`config.mk`:
```
export PLATFORM = sky130hd
export DESIGN_NAME = two_layer_sigmoid_mlp_forward_top_flat
export DESIGN_NICKNAME = d
export VERILOG_FILES = /design/src/mlpf_pkg.sv /design/src/mlpf_if.sv /design/src/mlpf_ram.sv /design/src/mlpf_sequencer.sv /design/src/mlpf_datapath.sv /design/src/two_layer_sigmoid_mlp_forward_top.sv /design/src/flat_wrapper.sv
export SDC_FILE = /design/constraint.sdc
export NUM_CORES = 2
export LEC_CHECK = 0
export ABC_AREA = 1
export BUFFER_PORTS_ARGS = -buffer_cell sky130_fd_sc_hd__buf_2
export CELL_PAD_IN_SITES_DETAIL_PLACEMENT = 1
export CELL_PAD_IN_SITES_GLOBAL_PLACEMENT = 1
export CORE_MARGIN = 5
export CORE_UTILIZATION = 40
export CTS_BUF_LIST = sky130_fd_sc_hd__clkbuf_2 sky130_fd_sc_hd__clkbuf_4 sky130_fd_sc_hd__clkbuf_8
export DETAILED_ROUTE_END_ITERATION = 8
export GPL_TIMING_DRIVEN = 0
export PLACE_DENSITY = 0.68
export RECOVER_POWER = 50
export SYNTH_ARGS = -nofsm -noshare
export SYNTH_HDL_FRONTEND = slang
export SYNTH_SLANG_ARGS = --single-unit
export TNS_END_PERCENT = 100
```
`constraint.sdc`:
```
create_clock -name clock -period 9.4 [get_ports clock]
set_clock_uncertainty 0.1 [all_clocks]
set_input_delay 1.41 -clock clock [delete_from_list [all_inputs] [get_ports clock]]
set_output_delay 1.41 -clock clock [all_outputs]
set_load 0.05 [all_outputs]
```
`src/mlpf_pkg.sv`:
```
// Shared sizes, command codes, control struct and sigmoid table for the MLP block.
// No dependencies.
package mlpf_pkg;

   localparam int INPUTS  = 8;
   localparam int HIDDEN  = 8;
   localparam int OUTPUTS = 4;

   localparam int CMD_W   = 2;
   localparam int INDEX_W = 4;
   localparam int VALUE_W = 16;
   localparam int ACT_W   = 16;

   localparam logic [CMD_W-1:0] CMD_FIRST_WEIGHT  = 2'd0;
   localparam logic [CMD_W-1:0] CMD_SECOND_WEIGHT = 2'd1;
   localparam logic [CMD_W-1:0] CMD_INPUT         = 2'd2;

   // inner loop runs over inputs then hidden; outer over hidden then outputs
   localparam int J_MAX = (INPUTS > HIDDEN) ? INPUTS : HIDDEN;
   localparam int H_MAX = (HIDDEN > OUTPUTS) ? HIDDEN : OUTPUTS;
   localparam int J_W   = (J_MAX > 1) ? $clog2(J_MAX) : 1;
   localparam int H_W   = (H_MAX > 1) ? $clog2(H_MAX) : 1;

   localparam int FW_DEPTH = HIDDEN * INPUTS;
   localparam int SW_DEPTH = OUTPUTS * HIDDEN;
   localparam int FW_AW    = (FW_DEPTH > 1) ? $clog2(FW_DEPTH) : 1;
   localparam int SW_AW    = (SW_DEPTH > 1) ? $clog2(SW_DEPTH) : 1;
   localparam int IN_AW    = (INPUTS > 1) ? $clog2(INPUTS) : 1;
   localparam int HID_AW   = (HIDDEN > 1) ? $clog2(HIDDEN) : 1;

   // 17b signed activation times 16b signed weight
   localparam int PROD_W = 2 * VALUE_W + 1;
   localparam int ACC_W  = PROD_W + J_W;

   localparam int SIG_SIZE  = 256;
   localparam int SIG_IDX_W = 8;
   localparam int L1_FRAC   = 24;
   localparam int L2_FRAC   = 28;

   localparam logic signed [ACC_W-1:0] L1_LIM = ACC_W'(64'sd1 <<< (L1_FRAC + 3));
   localparam logic signed [ACC_W-1:0] L2_LIM = ACC_W'(64'sd1 <<< (L2_FRAC + 3));

   typedef struct packed {
      logic           idle;
      logic           rd;
      logic           layer;
      logic [J_W-1:0] j;
      logic [H_W-1:0] h;
      logic           acc_clr;
      logic           hid_wr;
      logic           emit_go;
   } ctl_type;

   typedef logic [ACT_W-1:0] sig_table_type [SIG_SIZE];

   // restoring division, elaboration only
   function automatic logic [63:0] udiv64(logic [63:0] n, logic [63:0] d);
      logic [63:0] q;
      logic [64:0] r;
      q = '0;
      r = '0;
      for (int i = 63; i >= 0; i--) begin
         r = {r[63:0], n[i]};
         if (r >= {1'b0, d}) begin
            r    = r - {1'b0, d};
            q[i] = 1'b1;
         end
      end
      return q;
   endfunction

   function automatic sig_table_type build_sig_table();
      sig_table_type t;
      logic [63:0]   pos;
      logic [63:0]   neg;
      logic [63:0]   term;
      logic [63:0]   e;
      logic [63:0]   p;
      logic [63:0]   d;
      logic [63:0]   num;
      logic [63:0]   r;
      logic [127:0]  prod;
      logic [63:0]   pw [129];
      int            m;
      pos  = '0;
      neg  = '0;
      term = 64'd1 << 32;
      // e^(-1/16) in Q32, truncated Taylor terms
      for (int n = 0; n < 12; n++) begin
         if (n > 0) term = udiv64(term, 64'(16 * n));
         if ((n & 1) != 0) neg = neg + term;
         else pos = pos + term;
      end
      e = pos - neg;
      p = 64'd1 << 32;
      pw[0] = p;
      for (int k = 1; k <= 128; k++) begin
         prod  = {64'd0, p} * {64'd0, e} + (128'd1 << 31);
         p     = prod[95:32];
         pw[k] = p;
      end
      for (int k = 0; k < SIG_SIZE; k++) begin
         if (k >= 128) begin
            m   = k - 128;
            d   = (64'd1 << 32) + pw[m];
            num = 64'd1 << 48;
         end else begin
            m   = 128 - k;
            d   = (64'd1 << 32) + pw[m];
            num = pw[m] << 16;
         end
         r = udiv64(num + (d >> 1), d);
         t[k] = (r > 64'd65535) ? 16'hFFFF : r[15:0];
      end
      return t;
   endfunction

   localparam sig_table_type SIG_TABLE = build_sig_table();

   // clamp to [-8, 8) in the layer's format and take the top 8 bits
   function automatic logic [SIG_IDX_W-1:0] sig_index(logic signed [ACC_W-1:0] sum,
                                                      logic layer2);
      logic signed [ACC_W-1:0] lim;
      logic [ACC_W-1:0]        biased;
      logic [SIG_IDX_W-1:0]    idx;
      lim    = layer2 ? L2_LIM : L1_LIM;
      biased = sum + lim;
      if (sum < -lim) idx = '0;
      else if (sum >= lim) idx = '1;
      else if (layer2) idx = biased[L2_FRAC+3:L2_FRAC-4];
      else idx = biased[L1_FRAC+3:L1_FRAC-4];
      return idx;
   endfunction

endpackage

```
`src/mlpf_if.sv`:
```
// Request and response channel interfaces for the MLP block.
// Depends on mlpf_pkg.
interface mlpf_req_if;
   import mlpf_pkg::*;
   logic                      valid;
   logic                      ready;
   logic [CMD_W-1:0]          cmd;
   logic [INDEX_W-1:0]        source_index;
   logic [INDEX_W-1:0]        dest_index;
   logic signed [VALUE_W-1:0] value;
   logic                      start_req;
   modport source(output valid, cmd, source_index, dest_index, value, start_req,
                  input ready);
   modport sink(input valid, cmd, source_index, dest_index, value, start_req,
                output ready);
endinterface

interface mlpf_rsp_if;
   import mlpf_pkg::*;
   logic               valid;
   logic               ready;
   logic [INDEX_W-1:0] out_neuron;
   logic [ACT_W-1:0]   activation;
   logic               last;
   modport source(output valid, out_neuron, activation, last, input ready);
   modport sink(input valid, out_neuron, activation, last, output ready);
endinterface

```
`src/mlpf_ram.sv`:
```
// Simple dual-port RAM: one write port, one registered read port, no reset.
// No dependencies.
module mlpf_ram #(
   parameter int DEPTH = 8,
   parameter int WIDTH = 16,
   localparam int AW = (DEPTH > 1) ? $clog2(DEPTH) : 1
) (
   input  logic             clock,
   input  logic             we,
   input  logic [AW-1:0]    waddr,
   input  logic [WIDTH-1:0] wdata,
   input  logic [AW-1:0]    raddr,
   output logic [WIDTH-1:0] rdata
);

   logic [WIDTH-1:0] mem_ff [DEPTH];
   logic [WIDTH-1:0] rdata_ff;

   always_ff @(posedge clock) begin
      if (we) mem_ff[waddr] <= wdata;
      rdata_ff <= mem_ff[raddr];
   end

   assign rdata = rdata_ff;

endmodule

```
`src/mlpf_sequencer.sv`:
```
// Microcode sequencer: step counter, control ROM, loop counters and branch logic.
// Depends on mlpf_pkg.
module mlpf_sequencer (
   input  logic              clock,
   input  logic              reset,
   input  logic              start_seen,
   input  logic              out_busy,
   output mlpf_pkg::ctl_type ctl
);
   import mlpf_pkg::*;

   typedef enum logic [3:0] {
      ST_IDLE, ST_L1_MAC, ST_L1_D1, ST_L1_D2, ST_L1_FIN,
      ST_L2_MAC, ST_L2_D1, ST_L2_D2, ST_L2_FIN, ST_DONE
   } step_type;

   typedef enum logic [2:0] {
      COND_NEXT, COND_ALWAYS, COND_WAIT_START, COND_J_MORE, COND_H_MORE
   } cond_type;

   typedef struct packed {
      logic     idle;
      logic     clr;
      logic     rd;
      logic     layer;
      logic     hid_wr;
      logic     emit;
      cond_type cond;
      step_type target;
   } uword_type;

   localparam logic [J_W-1:0] J1_LAST = J_W'(INPUTS - 1);
   localparam logic [J_W-1:0] J2_LAST = J_W'(HIDDEN - 1);
   localparam logic [H_W-1:0] H1_LAST = H_W'(HIDDEN - 1);
   localparam logic [H_W-1:0] H2_LAST = H_W'(OUTPUTS - 1);

   // control store; branch taken goes to target, else to the next step
   function automatic uword_type ucode(step_type s);
      uword_type uw;
      uw        = '0;
      uw.cond   = COND_NEXT;
      uw.target = ST_IDLE;
      case (s)
         ST_IDLE: begin
            uw.idle   = 1'b1;
            uw.clr    = 1'b1;
            uw.cond   = COND_WAIT_START;
            uw.target = ST_IDLE;
         end
         ST_L1_MAC: begin
            uw.rd     = 1'b1;
            uw.cond   = COND_J_MORE;
            uw.target = ST_L1_MAC;
         end
         ST_L1_D1, ST_L1_D2: uw.layer = 1'b0;
         ST_L1_FIN: begin
            uw.hid_wr = 1'b1;
            uw.cond   = COND_H_MORE;
            uw.target = ST_L1_MAC;
         end
         ST_L2_MAC: begin
            uw.layer  = 1'b1;
            uw.rd     = 1'b1;
            uw.cond   = COND_J_MORE;
            uw.target = ST_L2_MAC;
         end
         ST_L2_D1, ST_L2_D2: uw.layer = 1'b1;
         ST_L2_FIN: begin
            uw.layer  = 1'b1;
            uw.emit   = 1'b1;
            uw.cond   = COND_H_MORE;
            uw.target = ST_L2_MAC;
         end
         ST_DONE: begin
            uw.cond   = COND_ALWAYS;
            uw.target = ST_IDLE;
         end
         default: begin
            uw.cond   = COND_ALWAYS;
            uw.target = ST_IDLE;
         end
      endcase
      return uw;
   endfunction

   step_type       step_ff, step_in;
   logic [J_W-1:0] j_ff, j_in;
   logic [H_W-1:0] h_ff, h_in;
   uword_type      uw;
   logic [J_W-1:0] j_last;
   logic [H_W-1:0] h_last;
   logic           stall;
   logic           taken;

   always_comb begin
      uw     = ucode(step_ff);
      j_last = uw.layer ? J2_LAST : J1_LAST;
      h_last = uw.layer ? H2_LAST : H1_LAST;
      // result register still full: hold the emit step
      stall  = uw.emit && out_busy;

      case (uw.cond)
         COND_NEXT:       taken = 1'b0;
         COND_ALWAYS:     taken = 1'b1;
         COND_WAIT_START: taken = !start_seen;
         COND_J_MORE:     taken = (j_ff != j_last);
         COND_H_MORE:     taken = (h_ff != h_last);
         default:         taken = 1'b0;
      endcase

      if (stall) step_in = step_ff;
      else if (taken) step_in = uw.target;
      else step_in = step_type'(step_ff + 1'b1);

      j_in = j_ff;
      if (uw.clr) j_in = '0;
      else if (uw.rd) j_in = (j_ff == j_last) ? '0 : j_ff + 1'b1;

      h_in = h_ff;
      if (uw.clr) h_in = '0;
      else if ((uw.hid_wr || uw.emit) && !stall) h_in = (h_ff == h_last) ? '0 : h_ff + 1'b1;
   end

   always_ff @(posedge clock) begin
      if (reset) begin
         step_ff <= ST_IDLE;
         j_ff    <= '0;
         h_ff    <= '0;
      end else begin
         step_ff <= step_in;
         j_ff    <= j_in;
         h_ff    <= h_in;
      end
   end

   always_comb begin
      ctl.idle    = uw.idle;
      ctl.rd      = uw.rd;
      ctl.layer   = uw.layer;
      ctl.j       = j_ff;
      ctl.h       = h_ff;
      ctl.acc_clr = uw.clr || uw.hid_wr || (uw.emit && !stall);
      ctl.hid_wr  = uw.hid_wr;
      ctl.emit_go = uw.emit && !stall;
   end

endmodule

```
`src/mlpf_datapath.sv`:
```
// Datapath: weight/input/hidden stores, shared multiply-accumulate, clamp and sigmoid.
// Depends on mlpf_pkg and mlpf_ram.
module mlpf_datapath (
   input  logic                               clock,
   input  logic                               reset,
   input  mlpf_pkg::ctl_type                  ctl,
   input  logic                               wr_go,
   input  logic [mlpf_pkg::CMD_W-1:0]         cmd,
   input  logic [mlpf_pkg::INDEX_W-1:0]       source_index,
   input  logic [mlpf_pkg::INDEX_W-1:0]       dest_index,
   input  logic signed [mlpf_pkg::VALUE_W-1:0] value,
   output logic [mlpf_pkg::ACT_W-1:0]         activation
);
   import mlpf_pkg::*;

   logic                fw_we, sw_we, in_we;
   logic [FW_AW-1:0]    fw_waddr, fw_raddr;
   logic [SW_AW-1:0]    sw_waddr, sw_raddr;
   logic [IN_AW-1:0]    in_waddr, in_raddr;
   logic [HID_AW-1:0]   hid_waddr, hid_raddr;
   logic [VALUE_W-1:0]  fw_rdata, sw_rdata, in_rdata;
   logic [ACT_W-1:0]    hid_rdata;

   // written-since-reset bits; an unwritten entry reads as zero
   logic [FW_DEPTH-1:0] fw_vld_ff;
   logic [SW_DEPTH-1:0] sw_vld_ff;
   logic [INPUTS-1:0]   in_vld_ff;
   logic                fw_vld_rd_ff, sw_vld_rd_ff, in_vld_rd_ff;

   logic                rd_v_ff, layer2_ff, prod_v_ff;
   logic signed [VALUE_W:0]   op_a;
   logic signed [VALUE_W-1:0] op_w;
   logic [VALUE_W-1:0]        fw_val, sw_val, in_val;
   logic signed [PROD_W-1:0]  prod_ff;
   logic signed [ACC_W-1:0]   acc_ff, acc_in;

   always_comb begin
      fw_we = wr_go && (cmd == CMD_FIRST_WEIGHT) &&
              (32'(source_index) < INPUTS) && (32'(dest_index) < HIDDEN);
      sw_we = wr_go && (cmd == CMD_SECOND_WEIGHT) &&
              (32'(source_index) < HIDDEN) && (32'(dest_index) < OUTPUTS);
      in_we = wr_go && (cmd == CMD_INPUT) && (32'(source_index) < INPUTS);

      fw_waddr = FW_AW'(32'(dest_index) * INPUTS + 32'(source_index));
      sw_waddr = SW_AW'(32'(dest_index) * HIDDEN + 32'(source_index));
      in_waddr = IN_AW'(source_index);

      // park the unused layer's ports at address zero
      fw_raddr  = ctl.layer ? '0 : FW_AW'(32'(ctl.h) * INPUTS + 32'(ctl.j));
      sw_raddr  = ctl.layer ? SW_AW'(32'(ctl.h) * HIDDEN + 32'(ctl.j)) : '0;
      in_raddr  = ctl.layer ? '0 : ctl.j[IN_AW-1:0];
      hid_raddr = ctl.layer ? ctl.j[HID_AW-1:0] : '0;
      hid_waddr = ctl.h[HID_AW-1:0];
   end

   mlpf_ram #(.DEPTH(FW_DEPTH), .WIDTH(VALUE_W)) u_fw_ram (
      .clock(clock), .we(fw_we), .waddr(fw_waddr), .wdata(value),
      .raddr(fw_raddr), .rdata(fw_rdata)
   );

   mlpf_ram #(.DEPTH(SW_DEPTH), .WIDTH(VALUE_W)) u_sw_ram (
      .clock(clock), .we(sw_we), .waddr(sw_waddr), .wdata(value),
      .raddr(sw_raddr), .rdata(sw_rdata)
   );

   mlpf_ram #(.DEPTH(INPUTS), .WIDTH(VALUE_W)) u_in_ram (
      .clock(clock), .we(in_we), .waddr(in_waddr), .wdata(value),
      .raddr(in_raddr), .rdata(in_rdata)
   );

   mlpf_ram #(.DEPTH(HIDDEN), .WIDTH(ACT_W)) u_hid_ram (
      .clock(clock), .we(ctl.hid_wr), .waddr(hid_waddr), .wdata(activation),
      .raddr(hid_raddr), .rdata(hid_rdata)
   );

   always_ff @(posedge clock) begin
      if (reset) begin
         fw_vld_ff <= '0;
         sw_vld_ff <= '0;
         in_vld_ff <= '0;
      end else begin
         if (fw_we) fw_vld_ff[fw_waddr] <= 1'b1;
         if (sw_we) sw_vld_ff[sw_waddr] <= 1'b1;
         if (in_we) in_vld_ff[in_waddr] <= 1'b1;
      end
      fw_vld_rd_ff <= fw_vld_ff[fw_raddr];
      sw_vld_rd_ff <= sw_vld_ff[sw_raddr];
      in_vld_rd_ff <= in_vld_ff[in_raddr];
   end

   always_comb begin
      fw_val = fw_vld_rd_ff ? fw_rdata : '0;
      sw_val = sw_vld_rd_ff ? sw_rdata : '0;
      in_val = in_vld_rd_ff ? in_rdata : '0;
      // hidden activations are unsigned Q0.16, inputs signed Q4.12
      op_a = layer2_ff ? $signed({1'b0, hid_rdata}) : $signed({in_val[VALUE_W-1], in_val});
      op_w = layer2_ff ? $signed(sw_val) : $signed(fw_val);
      acc_in = acc_ff;
      if (ctl.acc_clr) acc_in = '0;
      else if (prod_v_ff) acc_in = acc_ff + prod_ff;
   end

   // read -> multiply -> accumulate
   always_ff @(posedge clock) begin
      if (reset) begin
         rd_v_ff   <= 1'b0;
         prod_v_ff <= 1'b0;
         acc_ff    <= '0;
      end else begin
         rd_v_ff   <= ctl.rd;
         prod_v_ff <= rd_v_ff;
         acc_ff    <= acc_in;
      end
      layer2_ff <= ctl.layer;
      prod_ff   <= op_a * op_w;
   end

   assign activation = SIG_TABLE[sig_index(acc_ff, ctl.layer)];

endmodule

```
`src/two_layer_sigmoid_mlp_forward_top.sv`:
```
// Two-layer sigmoid MLP forward pass. A request word writes one first-layer
// weight, one second-layer weight or one input; an input write with start_req
// set runs the pass and returns OUTPUTS response words, the final one with last.
// A start word holds the request side for the whole pass, which runs longer
// if the response side stalls; each neuron is one pass of the single shared
// multiplier over its weights plus the read, multiply and accumulate
// pipeline, stepped by the microcode sequencer.
// Depends on mlpf_pkg, mlpf_if, mlpf_sequencer, mlpf_datapath.
module two_layer_sigmoid_mlp_forward_top (
   input logic              clock,
   input logic              reset,
   mlpf_req_if.sink         req_ch,
   mlpf_rsp_if.source       rsp_ch
);
   import mlpf_pkg::*;

   ctl_type            ctl;
   logic               req_go;
   logic               start_seen;
   logic               out_busy;
   logic [ACT_W-1:0]   act;

   logic               rsp_valid_ff, rsp_valid_in;
   logic [INDEX_W-1:0] rsp_index_ff;
   logic [ACT_W-1:0]   rsp_act_ff;
   logic               rsp_last_ff;

   assign req_ch.ready = ctl.idle && !reset;
   assign req_go       = req_ch.valid && req_ch.ready;
   assign start_seen   = req_go && (req_ch.cmd == CMD_INPUT) && req_ch.start_req;
   assign out_busy     = rsp_valid_ff && !rsp_ch.ready;

   mlpf_sequencer u_seq (
      .clock(clock),
      .reset(reset),
      .start_seen(start_seen),
      .out_busy(out_busy),
      .ctl(ctl)
   );

   mlpf_datapath u_dp (
      .clock(clock),
      .reset(reset),
      .ctl(ctl),
      .wr_go(req_go),
      .cmd(req_ch.cmd),
      .source_index(req_ch.source_index),
      .dest_index(req_ch.dest_index),
      .value(req_ch.value),
      .activation(act)
   );

   assign rsp_valid_in = ctl.emit_go || out_busy;

   always_ff @(posedge clock) begin
      if (reset) begin
         rsp_valid_ff <= 1'b0;
      end else begin
         rsp_valid_ff <= rsp_valid_in;
      end
      if (ctl.emit_go) begin
         rsp_index_ff <= INDEX_W'(ctl.h);
         rsp_act_ff   <= act;
         rsp_last_ff  <= (ctl.h == H_W'(OUTPUTS - 1));
      end
   end

   assign rsp_ch.valid      = rsp_valid_ff;
   assign rsp_ch.out_neuron = rsp_index_ff;
   assign rsp_ch.activation = rsp_act_ff;
   assign rsp_ch.last       = rsp_last_ff;

endmodule

```
`src/flat_wrapper.sv`:
```
// flat-port wrapper written by rule: the top's interface ports become plain ports
module two_layer_sigmoid_mlp_forward_top_flat import mlpf_pkg::*;
  (clock, reset, req_ch_valid, req_ch_cmd, req_ch_source_index, req_ch_dest_index, req_ch_value, req_ch_start_req, req_ch_ready, rsp_ch_valid, rsp_ch_out_neuron, rsp_ch_activation, rsp_ch_last, rsp_ch_ready);
  mlpf_req_if req_ch_i ();
  mlpf_rsp_if rsp_ch_i ();
  input logic clock;
  input logic reset;
  input wire logic [$bits(req_ch_i.valid)-1:0] req_ch_valid;
  input wire logic [$bits(req_ch_i.cmd)-1:0] req_ch_cmd;
  input wire logic [$bits(req_ch_i.source_index)-1:0] req_ch_source_index;
  input wire logic [$bits(req_ch_i.dest_index)-1:0] req_ch_dest_index;
  input wire logic [$bits(req_ch_i.value)-1:0] req_ch_value;
  input wire logic [$bits(req_ch_i.start_req)-1:0] req_ch_start_req;
  output wire logic [$bits(req_ch_i.ready)-1:0] req_ch_ready;
  output wire logic [$bits(rsp_ch_i.valid)-1:0] rsp_ch_valid;
  output wire logic [$bits(rsp_ch_i.out_neuron)-1:0] rsp_ch_out_neuron;
  output wire logic [$bits(rsp_ch_i.activation)-1:0] rsp_ch_activation;
  output wire logic [$bits(rsp_ch_i.last)-1:0] rsp_ch_last;
  input wire logic [$bits(rsp_ch_i.ready)-1:0] rsp_ch_ready;
  assign req_ch_i.valid = req_ch_valid;
  assign req_ch_i.cmd = req_ch_cmd;
  assign req_ch_i.source_index = req_ch_source_index;
  assign req_ch_i.dest_index = req_ch_dest_index;
  assign req_ch_i.value = req_ch_value;
  assign req_ch_i.start_req = req_ch_start_req;
  assign req_ch_ready = req_ch_i.ready;
  assign rsp_ch_valid = rsp_ch_i.valid;
  assign rsp_ch_out_neuron = rsp_ch_i.out_neuron;
  assign rsp_ch_activation = rsp_ch_i.activation;
  assign rsp_ch_last = rsp_ch_i.last;
  assign rsp_ch_i.ready = rsp_ch_ready;
  two_layer_sigmoid_mlp_forward_top u_core (.clock(clock), .reset(reset), .req_ch(req_ch_i), .rsp_ch(rsp_ch_i));
endmodule
```
Word level (Yosys, flattened, before mapping)

Memories as Yosys holds them, arrays and structs flattened. A register that Yosys moved wholly into a read port is not among the register bits.
Cells that the tools add are included.

Register bits after elaboration: 210
RAM bits: 1792
ROM bits: 4096
Output and inout port bits: 23
Word-level logic and storage cells: 149
Memories kept: 5

Add/sub/neg operators: 8
Multipliers: 1
Magnitude comparators: 15
Equal/unequal tests: 19
Mux-type cells: 46
Bitwise gates (word level): 4
Reductions and logical operators: 33

Memories:

| name                         | depth | width | read ports | clocked after memory_dff | wr ports | RTL line             | RTL |
|---|---|---|---|---|---|---|---|
| (name not given)             | 256   | 16    | 1          | 0                        | 0        | mlpf_datapath.sv:118 | `assign activation = SIG_TABLE[sig_index(acc_ff, ctl.layer)];` |
| u_core.u_dp.u_fw_ram.mem_ff  | 64    | 16    | 1          | 1                        | 1        | mlpf_ram.sv:16       | `logic [WIDTH-1:0] mem_ff [DEPTH];` |
| u_core.u_dp.u_sw_ram.mem_ff  | 32    | 16    | 1          | 1                        | 1        | mlpf_ram.sv:16       |  |
| u_core.u_dp.u_hid_ram.mem_ff | 8     | 16    | 1          | 1                        | 1        | mlpf_ram.sv:16       |  |
| u_core.u_dp.u_in_ram.mem_ff  | 8     | 16    | 1          | 1                        | 1        | mlpf_ram.sv:16       |  |

Operators with widths:

| cell               | count |
|---|---|
| $mux 16            | 6 |
| $or 64x64->64      | 1 |
| $pmux 7 s6         | 1 |
| $add 36x33->36     | 1 |
| $ge 36x33->1       | 1 |
| $lt 36x36->1       | 1 |
| $neg 32->36        | 1 |
| $mul 17x16->33     | 1 |
| $add 32x32->32     | 1 |
| $mux 32            | 1 |
| $or 32x32->32      | 1 |
| $mux 8             | 3 |
| $logic_and 1x1->1  | 18 |
| $mux 1             | 18 |
| $mux 17            | 1 |
| $eq 4x3->1 const B | 4 |
| $mux 3             | 5 |
| $lt 6x7->1 const B | 2 |
| $lt 5x6->1 const B | 2 |
| $eq 3x2->1 const B | 3 |
| $ge 9x9->1 const B | 1 |
| $not 8->9          | 1 |
| $eq 4x2->1 const B | 2 |
| $lt 3x4->1 const B | 2 |
| other kinds (36)   | 48 |

Longest topological paths before layout

Depth in word-level cells: 12
Depth in mapped cells: 34

Cells and area by module

From an unflattened synthesis, not the netlist that was laid out.

Cell total of the unflattened synthesis: 10052
Area, all modules: 100437.6 um^2

Modules (own cells, without submodules):

| module                               | instances | cells each | area an instance (um^2) |
|---|---|---|---|
| mlpf_ram (u_core.u_dp.u_fw_ram)      | 1         | 3517       | 42099.1 |
| mlpf_datapath                        | 1         | 3429       | 23570.1 |
| mlpf_ram (u_core.u_dp.u_sw_ram)      | 1         | 1794       | 21301.7 |
| mlpf_ram (u_core.u_dp.u_hid_ram ...) | 2         | 587        | 5989.5 |
| mlpf_sequencer                       | 1         | 101        | 789.5 |
| two_layer_sigmoid_mlp_forward_top    | 1         | 37         | 698.2 |

Least setup slack after synthesis

No wires, ideal clock.

Kind: register -> register
Start: register u_core.u_dp.layer2_ff
End: register u_core.u_dp.prod_ff[32]
Arrival: 6.451 ns
Required time: 9.180 ns
Setup slack: 2.728 ns
Cell stages (with the launch flop): 32
Cells stage by stage: dfxtp_1 -> clkbuf_1 -> inv_1 -> nand2_1 -> inv_1 -> clkbuf_1 -> a22oi_1 -> clkinv_1 -> nand2_1 -> fa_1 -> fa_1 -> fa_1 -> fa_1 -> inv_1 -> fa_1 -> inv_1 -> fa_1 -> inv_1 -> ha_1 -> a21oi_1 -> inv_1 -> o21ai_0 -> nand2_1 -> a21oi_1 -> inv_1 -> a21oi_1 -> inv_1 -> nand3_1 -> nand2_1 -> nand2_1 -> nand2_1 -> xnor2_1

Longest elaborated chain between the ends: 2
Elaborated cells on any way between the ends: 3
Those cells by class: 1 x mul; 2 x mux

RTL lines:

| element                            | RTL line                                 | RTL |
|---|---|---|
| start, declared                    | mlpf_datapath.sv:30                      | `logic rd_v_ff, layer2_ff, prod_v_ff;` |
| start signal, assigned             | mlpf_datapath.sv:114                     | `layer2_ff <= ctl.layer;` |
| $mux 17 or $mux 16 (tied branches) | mlpf_datapath.sv:96, mlpf_datapath.sv:97 |  |
| $mul 17x16->33 (*)                 | mlpf_datapath.sv:115                     | `prod_ff <= op_a * op_w;` |
| end signal, assigned               | mlpf_datapath.sv:115                     |  |
| end, declared                      | mlpf_datapath.sv:34                      | `logic signed [PROD_W-1:0] prod_ff;` |

Mark *: on every way between the ends. The rest lies on a longest branch, timed or not.
A chain may end at the register's enable or synchronous reset.

Worst setup path in the final report

Start: register u_core.u_dp.layer2_ff
End: register u_core.u_dp.prod_ff[27]

Same word-level chain as after synthesis.

==> results_dict.tcl <==
set metrics [dict create \
    status "finished with violations" \
    violations "max-capacitance violations, max-slew violations" \
    async_flop_share 0 \
    max_freq_mhz 111.2 \
    grt_pass1_vias 75380 \
    hold_ws_ns 0.3105 \
    synth_area_um2 97800 \
    preCtsSetupSlack_ns 0.4723 \
    syn_avg_cell_area_um2 11.58 \
    placed_cells 11800 \
    synth_seq_cells 2066 \
    antenna_left 0 \
    path_max_fanout 10 \
    ys.flop_type "edfxtp_1" \
    drc 0 \
    grt-ovfl-total 0 \
    finalWeightedCongestion 1.003 \
    yosysMostFrequentCell "edfxtp_1" \
    clock-root-buffer "clkbuf_8" \
    antenna_found_initial 20 \
    layout_setup_ws_ns 0.4111 \
    hpwl_um 266900 \
    cpLargestDelayFamily "adder cells" \
    track_usage 0.2847 \
    post_drt_via_cell_ratio 5.806 \
    rsz0062_at_grt "false" \
    synth.top_cell.area_share 0.5564 \
    die-area_um2 254500 \
    wl_per_cell_um 29.99 \
    post-cts-setup-buffers 0 \
    clk_pin_slew_ns 0.06 \
    tightest_slew_ns 5.685 \
    syn_to_final_growth_pct 13.33 \
    fin_crit_sh 0.9563 \
    drt_pre_antenna_iters 6 \
    cap_violations 36 \
    die_x_um 504.5 \
    io_buffers 52 \
    cts_sinks 2066 \
    cts_buffer_depth 4 \
    yosysWarnings 0 \
    clock_latency_ns 1.13 \
    crit_path_frequent_cell "inv_1" \
    peakVddDrop_mv 0.1396 \
    synth_top_area_cell "edfxtp_1" \
    cts_inserted_buffers 364 \
    via_count 72280 \
    cp_slowest_cell "a22oi_1" \
    min_path_type "reg -> reg" \
    cp-start-kind "register" \
    power.density_nw_per_um2 174.5 \
    crit_arrival_ns 9.76 \
    seq_area_frac_synth 0.6084 \
    seqCellArea_um2 59500 \
    drv_slew 1777 \
    synth_nets 8915 \
    crit_buf_inv 9 \
    grt_max_degree 81 \
    die_height_um 504.5 \
    io_pins 54 \
    core_area_um2 243200 \
    slew_headroom -2.790 \
    crit_path_end_kind "register" \
    cts_tree "built" \
    nNetsFinal 9436 \
    drtIter0Drc 7070 \
    final_cells 12450 \
    leakagePower_uw 0.04041 \
    hold_viol_final 0 \
    synth_commonest_cells "edfxtp_1, nor2_1, nand2_1" \
    yosys-top-cells-area "edfxtp_1, fa_1, dfxtp_1" \
    finalPower_uw 19340 \
    multiInputGateArea_um2 34020 \
    final_layout_size_suffix_gt1_frac 0.1442 \
    synth-edff-count 1812 \
    required_ns 10.17 \
    slowest_delay_ns 1.12 \
    h-tree-depth 5 \
    period_needed_ns 8.989 \
    netlist_instances 8449 \
    start_util 0.4021 \
    tns_ns 0 \
    rows 181 \
    grt_pass1_wl_um 530800 \
    fillCellCount 26080 \
    finalSetupViolations 0 \
    critical_path_class "reg -> reg" \
    synth_cell_type_count 66 \
    drt-total-wl_um 373400 \
]
[registers in the layout, summed over array words and instances, names as in the netlist, 8 cells and up]
signal                        count
u_core.rsp_ch.activation         16
u_core.u_dp.acc_ff               36
u_core.u_dp.fw_vld_ff            64
u_core.u_dp.in_vld_ff             8
u_core.u_dp.prod_ff              33
u_core.u_dp.sw_vld_ff            32
u_core.u_dp.u_fw_ram.mem_ff    1024
u_core.u_dp.u_fw_ram.rdata       16
u_core.u_dp.u_hid_ram.mem_ff    128
u_core.u_dp.u_hid_ram.rdata      16
u_core.u_dp.u_in_ram.mem_ff     128
u_core.u_dp.u_in_ram.rdata       16
u_core.u_dp.u_sw_ram.mem_ff     512
u_core.u_dp.u_sw_ram.rdata       16
[kinds of logic (layout without fill, tap and decap cells)]
kind of cell	after synthesis	count (layout)	synth area share
flip-flops	2066	2066	0.6084
multiplexers	2	2	0.0002303
adder cells (fa/ha/maj)	435	435	0.07692
XOR/XNOR	64	64	0.005732
AO/OA/AOI/OAI	1914	1914	0.1322
buffers and inverters	1117	1907	0.04613
other	1	9	0.00003834
AND/OR/NAND/NOR	2850	2850	0.1304
[cells in the final DEF (no fill, tap or decap), types with 160 or more instances in the layout]
master       n
nand3_1    460
or2_2      359
inv_1      595
buf_2      163
clkbuf_8   393
o21bai_1   233
o21ai_0    394
edfxtp_1  1812
nor2_1     905
dfxtp_1    254
fa_1       277
o211ai_1   645
nand2_1    825
a21oi_1    160
clkbuf_1   367
[through the flow]
step                        util  area [µm²]
after floorplan                -       97800
after global placement    0.4196      102100
after detailed placement  0.4289      104300
after CTS                 0.4580      111400
after global routing      0.4556      110800
final                     0.4557      110800
[cell type report]
class,count,share of cell area
plain buffers,496,0.01955
multi-input cells,5266,0.3069
repair buffers,155,0.01541
clock inverters,123,0.007078
clock buffers,512,0.05686
well taps,3202,0.03615
diodes,8,0.0001806
flip-flops and latches,2066,0.5368
inverters,621,0.02105
[path summary, 6_finish.rpt]
kind | startpoint | endpoint | slack (ns) | cells after the start
setup reg to reg | u_core.u_dp.layer2_ff | u_core.u_dp.prod_ff[27] | 0.41 | 27
hold / removal | u_core.u_dp.rd_v_ff | u_core.u_dp.prod_v_ff | 0.31 | 2
setup / recovery | u_core.u_dp.layer2_ff | u_core.u_dp.prod_ff[27] | 0.41 | 27
hold reg to reg | u_core.u_dp.rd_v_ff | u_core.u_dp.prod_v_ff | 0.31 | 2
[tightest hold or removal path: stages (launching register included)]
cell and delay (ns):
dfxtp_1 0.30, inv_1 0.04, nor2_1 0.03
[timing repair]
action | CTS | global route
endpoints found under the setup margin | 0 | 1
resized for setup | 0 | 1
hold buffers | 0 | 0
[layer usage]
metal | track usage | share of wire | vias up
met5 | 0 | 0.000075 | -
met4 | 0.1508 | 0.061 | 4
met3 | 0.05092 | 0.069 | 859
met2 | 0.4743 | 0.48 | 3105
met1 | 0.3543 | 0.39 | 37040
li1 | - | - | 31270
[report_power, final]
group	leakage, µW	switching [µW]	total (µW)	internal, µW
clock	0.00377	3720	8270	4550
combinational	0.0183	837	1010	176
sequential	0.0184	9.14	10100	10000
total	0.0404	4570	19300	14800
No activity file was read; power rests on OpenSTA's default activity.
